### config.mk
export PLATFORM = sky130hd
export DESIGN_NAME = lc3_exec_front
export DESIGN_NICKNAME = d
export VERILOG_FILES = /design/src/rtl/core/lc3_exec_pkg.sv /design/src/rtl/core/lc3_exec_front.sv
export SDC_FILE = /design/constraint.sdc
export NUM_CORES = 1
export LEC_CHECK = 0
export BUFFER_PORTS_ARGS = -buffer_cell sky130_fd_sc_hd__buf_4
export CAP_MARGIN = 20
export CORE_AREA = 2 2 135 71
export DETAILED_ROUTE_END_ITERATION = 16
export DIE_AREA = 0 0 137 73
export PLACE_DENSITY = 0.81
export SYNTH_ARGS = -nofsm -noshare
export SYNTH_HDL_FRONTEND = slang
export SYNTH_SLANG_ARGS = --single-unit
### constraint.sdc
create_clock -name clock -period 2.3 [get_ports clock]
set_clock_uncertainty 0.15 [all_clocks]
set_input_delay 0 -clock clock [delete_from_list [all_inputs] [get_ports clock]]
set_output_delay 0 -clock clock [all_outputs]
set_load 0.005 [all_outputs]
### src/rtl/core/lc3_exec_pkg.sv
// ----------------------------------------------------------------------------
// LC-3 subset execute unit package
// Shared word types, opcode and condition code constants, decoded item format.
// ----------------------------------------------------------------------------
package lc3_exec_pkg;

   localparam int WORD_BITS    = 16;
   localparam int REG_COUNT    = 8;
   localparam int REG_IDX_BITS = 3;

   localparam logic [3:0] OPC_BR  = 4'd0;
   localparam logic [3:0] OPC_ADD = 4'd1;
   localparam logic [3:0] OPC_AND = 4'd5;
   localparam logic [3:0] OPC_NOT = 4'd9;
   localparam logic [3:0] OPC_LDI = 4'd10;

   localparam logic [2:0] FLAG_N = 3'd4;
   localparam logic [2:0] FLAG_Z = 3'd2;
   localparam logic [2:0] FLAG_P = 3'd1;

   localparam logic [WORD_BITS-1:0] PC_RESET = 16'h3000;

   typedef struct packed {
      logic        op;
      logic [15:0] instr;
      logic [15:0] load_addr;
      logic [15:0] load_data;
   } req_type;

   typedef struct packed {
      logic [15:0] pc_now;
      logic [2:0]  flags;
      logic        reg_written;
      logic [2:0]  reg_index;
      logic [15:0] reg_value;
      logic        illegal;
   } rsp_type;

   typedef enum logic [2:0] {
      KIND_MEMWR   = 3'd0,
      KIND_ADD     = 3'd1,
      KIND_AND     = 3'd2,
      KIND_NOT     = 3'd3,
      KIND_BR      = 3'd4,
      KIND_LDI     = 3'd5,
      KIND_ILLEGAL = 3'd6
   } kind_type;

   // Item as classified by the front end.
   typedef struct packed {
      kind_type                kind;
      logic [REG_IDX_BITS-1:0] dr;
      logic [REG_IDX_BITS-1:0] sr1;
      logic [REG_IDX_BITS-1:0] sr2;
      logic                    imm_sel;
      logic [WORD_BITS-1:0]    imm;
      logic [WORD_BITS-1:0]    off9;
      logic [WORD_BITS-1:0]    load_addr;
      logic [WORD_BITS-1:0]    load_data;
   } dec_type;

endpackage

### src/rtl/core/lc3_exec_front.sv
// ----------------------------------------------------------------------------
// LC-3 execute front end
// Accepts request words, classifies them and holds them in a two-entry queue.
// ----------------------------------------------------------------------------
module lc3_exec_front (
   input  logic                  clock,
   input  logic                  reset,
   input  logic                  req_valid,
   output logic                  req_stall,
   input  lc3_exec_pkg::req_type req_word,
   output logic                  q_valid,
   output lc3_exec_pkg::dec_type q_item,
   input  logic                  q_pop
);

   lc3_exec_pkg::dec_type dec;
   lc3_exec_pkg::dec_type slot_ff [2];
   logic [1:0]            count_ff, count_in;
   logic                  wr_ptr_ff, wr_ptr_in;
   logic                  rd_ptr_ff, rd_ptr_in;
   logic                  push;

   // Instruction decode.
   always_comb begin
      dec           = '0;
      dec.dr        = req_word.instr[11:9];
      dec.sr1       = req_word.instr[8:6];
      dec.sr2       = req_word.instr[2:0];
      dec.imm_sel   = req_word.instr[5];
      dec.imm       = {{11{req_word.instr[4]}}, req_word.instr[4:0]};
      dec.off9      = {{7{req_word.instr[8]}}, req_word.instr[8:0]};
      dec.load_addr = req_word.load_addr;
      dec.load_data = req_word.load_data;
      if (req_word.op) begin
         dec.kind = lc3_exec_pkg::KIND_MEMWR;
      end else begin
         unique case (req_word.instr[15:12])
            lc3_exec_pkg::OPC_ADD: dec.kind = lc3_exec_pkg::KIND_ADD;
            lc3_exec_pkg::OPC_AND: dec.kind = lc3_exec_pkg::KIND_AND;
            lc3_exec_pkg::OPC_NOT: dec.kind = lc3_exec_pkg::KIND_NOT;
            lc3_exec_pkg::OPC_BR:  dec.kind = lc3_exec_pkg::KIND_BR;
            lc3_exec_pkg::OPC_LDI: dec.kind = lc3_exec_pkg::KIND_LDI;
            default:               dec.kind = lc3_exec_pkg::KIND_ILLEGAL;
         endcase
      end
   end

   assign req_stall = (count_ff == 2'd2);
   assign push      = req_valid && !req_stall;
   assign q_valid   = (count_ff != 2'd0);
   assign q_item    = slot_ff[rd_ptr_ff];

   always_comb begin
      wr_ptr_in = push  ? !wr_ptr_ff : wr_ptr_ff;
      rd_ptr_in = q_pop ? !rd_ptr_ff : rd_ptr_ff;
      count_in  = count_ff + {1'b0, push} - {1'b0, q_pop};
   end

   always_ff @(posedge clock) begin
      if (reset) begin
         count_ff  <= 2'd0;
         wr_ptr_ff <= 1'b0;
         rd_ptr_ff <= 1'b0;
      end else begin
         count_ff  <= count_in;
         wr_ptr_ff <= wr_ptr_in;
         rd_ptr_ff <= rd_ptr_in;
      end
   end

   always_ff @(posedge clock) begin
      if (push) begin
         slot_ff[wr_ptr_ff] <= dec;
      end
   end

endmodule

==> flow_summary_export.csv <==
group,metric,value,unit
floorplanning,die_width,137,microns
sta,setup_violations,0,
layout,seqCellArea,2924,sq um
job,cap_violations,0,
yosys,avgSynthCellArea,18.57,sq um
yosys,synth.area.top_cells,"edfxtp_1 (72%), mux2_2 (14%), buf_4 (5.8%), dfxtp_1 (2.6%), buf_6 (1.2%)",
layout,num-nets-final,433,
layout,antenna_cells,0,
critical_path,endpoint_kind,"register",
floorplanning,die_h,73,microns
grt,antenna_found_initial,0,
critical_path,reg2reg_from,"count_ff[0]",
pwr,power,4.481,mW
sta,hold_slack,89.57,ps
placement,gp_congestion,0.7805,
sta,tns,0,ps
layout,fillers,654,
yosys,synth_cell_types,25,
sta,finalCriticalPeriod,2238,ps
clock_network,clock_latency,330,ps
layout,layout-drive-gt1-share,53.00,%
sta,slew_viol_final,0,
critical_path,r2r_slack,450,ps
sta,finalCritPeriodShare,97.33,%
clock_network,cts_buffers,9,
yosys,synth_enable_flop_cells,94,
yosys,synth_nets,265,
floorplanning,core,9009,sq um
clock_network,h-tree-depth,3,
grt,grt_first_pass_wirelength,11850,microns
placement,portBuffers,131,
layout,fin_util,62.92,%
detailed_routing,drc,0,
critical_path,r2r_cells,5,
yosys,synth_seq_area_share,74.94,%
layout,layout_common_cells,"buf_4 (134), edfxtp_1 (94), dlygate4sd3_1 (55)",
layout,stdcell_area,5668,sq um
clock_network,postCtsResizedCells,0,
placement,dp_hpwl,4959,microns
layout,area_delta_synth_final,45.33,%
clock_network,cts_setup_buffers,0,
yosys,yosys.area.top_type_share,72.38,%
pwr,ir_drop,0.0004717,V
critical_path,start_kind,"primary input",
sta,finalHoldViolations,0,
pwr,p_leak,2.219,nW
sta,slew_headroom,74.15,%
status,status,"completed",
placement,postPlaceCellArea,4843,sq um
grt,grt_max_degree,48,
min_path,hold-path-cell-count,4,
sta,fin_ws,61.51,ps
floorplanning,fp-row-count,25,
clock_network,cts_tree,"built",
grt,track_usage,16.14,%
detailed_routing,routed_wl,7958,microns
clock_network,cts_root_buffer,"clkbuf_16",
critical_path,critical_path_class,"in2reg",
min_path,hold_path_end,"slot_ff[0][76]",
sta,rsz0062_at_grt,"no",
critical_path,timing.rr.end,"slot_ff[0][73]",
critical_path,crit_required,2340,ps
floorplanning,start_util,43.29,%
yosys,yosysTopAreaCell,"edfxtp_1",
min_path,min_from,"req_word[45]",
yosys,synth_ff_type,"edfxtp_1",
pwr,pwr_density_cell,790.5,nW/um^2
critical_path,critPathLaunch,"req_word[44]",
floorplanning,dieArea,10000,sq um
grt,grt_pass1_vias,2428,
placement,placedCellCount,433,
grt,grt_overflow,0,
yosys,ys_async_sr_fraction,0,%
yosys,synth-seq-cells,99,
floorplanning,ioPinCount,132,
layout,multi_input_area,683.2,sq um
clock_network,cts_hold_buffers,55,
clock_network,clockBufferDepth,2,
clock_network,clkSinkCount,99,
placement,place_ws,452.3,ps
critical_path,cp.arrival,2280,ps
clock_network,clkTransAtPathRegs,60,ps
layout,instances_no_fill,504,
critical_path,crit_fanout,2,
detailed_routing,drt-pass1-iter-count,4,
detailed_routing,vias,2327,
detailed_routing,ant_nets,0,
detailed_routing,drt-wirelength-per-cell,15.79,microns
min_path,hp-class,"in2reg",
yosys,netlist_instances,210,
yosys,synth.cell_area,3900,sq um
sta,max_freq,446.7,MHz
yosys,yosysWarnings,0,
detailed_routing,routed_via_density,4.617,
detailed_routing,detail_route.iter0.violations,81,
sta,tightest_slew,387.8,ps
layout,final_common_cell,"buf_4",
==> cells by family after synthesis <==
kind of cell	Yosys count	synth area share, %
flip-flops	99	74.94
multiplexers	47	13.57
buffers and inverters	40	7.539
AND/OR/NAND/NOR	14	2.022
AO/OA/AOI/OAI	6	0.8341
XOR/XNOR	2	0.4492
adder cells (fa/ha/maj)	2	0.6415
==> cells in the mapped netlist (all sizes together), types with 2 or more instances <==
cell,count
nor2,4
o21ai,2
a21oi,3
edfxtp,94
dfxtp,5
buf,35
ha,2
nand2b,2
inv,5
mux2,47
==> critical path, cell delays in order <==
cell and delay (ps):
dlygate4sd3_1 550, buf_4 140, nand3b_1 180, dlygate4sd3_1 580
a211oi_1 220, dlygate4sd3_1 610
==> area by class of cell <==
class / instances / area share (%)
Clock buffer: 13 / 4.415
Clock inverter: 3 / 0.4194
Inverter: 5 / 0.3311
Multi-Input combinational cell: 71 / 12.05
Sequential cell: 99 / 51.59
Tap cell: 121 / 2.671
Timing Repair Buffer: 192 / 28.52
==> layer usage <==
metal | vias to the layer above | share of wire, % | global-route usage (%)
met2 | 101 | 48 | 26.87
met1 | 1121 | 43 | 19.77
met5 | - | 0 | 0
met3 | 15 | 7.5 | 5.625
li1 | 1090 | - | -
met4 | 0 | 1.5 | 5.842
==> report_power, final <==
| group | switching [mW] | internal (mW) | total, mW |
|---|---|---|---|
| combinational | 0.360 | 0.528 | 0.888 |
| sequential | 0.0530 | 2.18 | 2.23 |
| clock | 0.598 | 0.766 | 1.36 |
==> flip-flops by register name (all words and copies together), names as in the netlist, named ones only <==
register and flops:
count_ff 2, rd_ptr_ff 1, slot_ff 94, wr_ptr_ff 1
==> how the worst max path moves through the flow <==
stage	cells after the start	slack, ps	end
finish	6	60	slot_ff[1][74]
detailed placement	5	450	slot_ff[0][5]
global placement	5	500	slot_ff[0][71]
CTS	6	200	slot_ff[1][74]
global route	6	8	slot_ff[1][74]
floorplan	4	6	slot_ff[0][0]
Power figures use the tool's default switching activity.
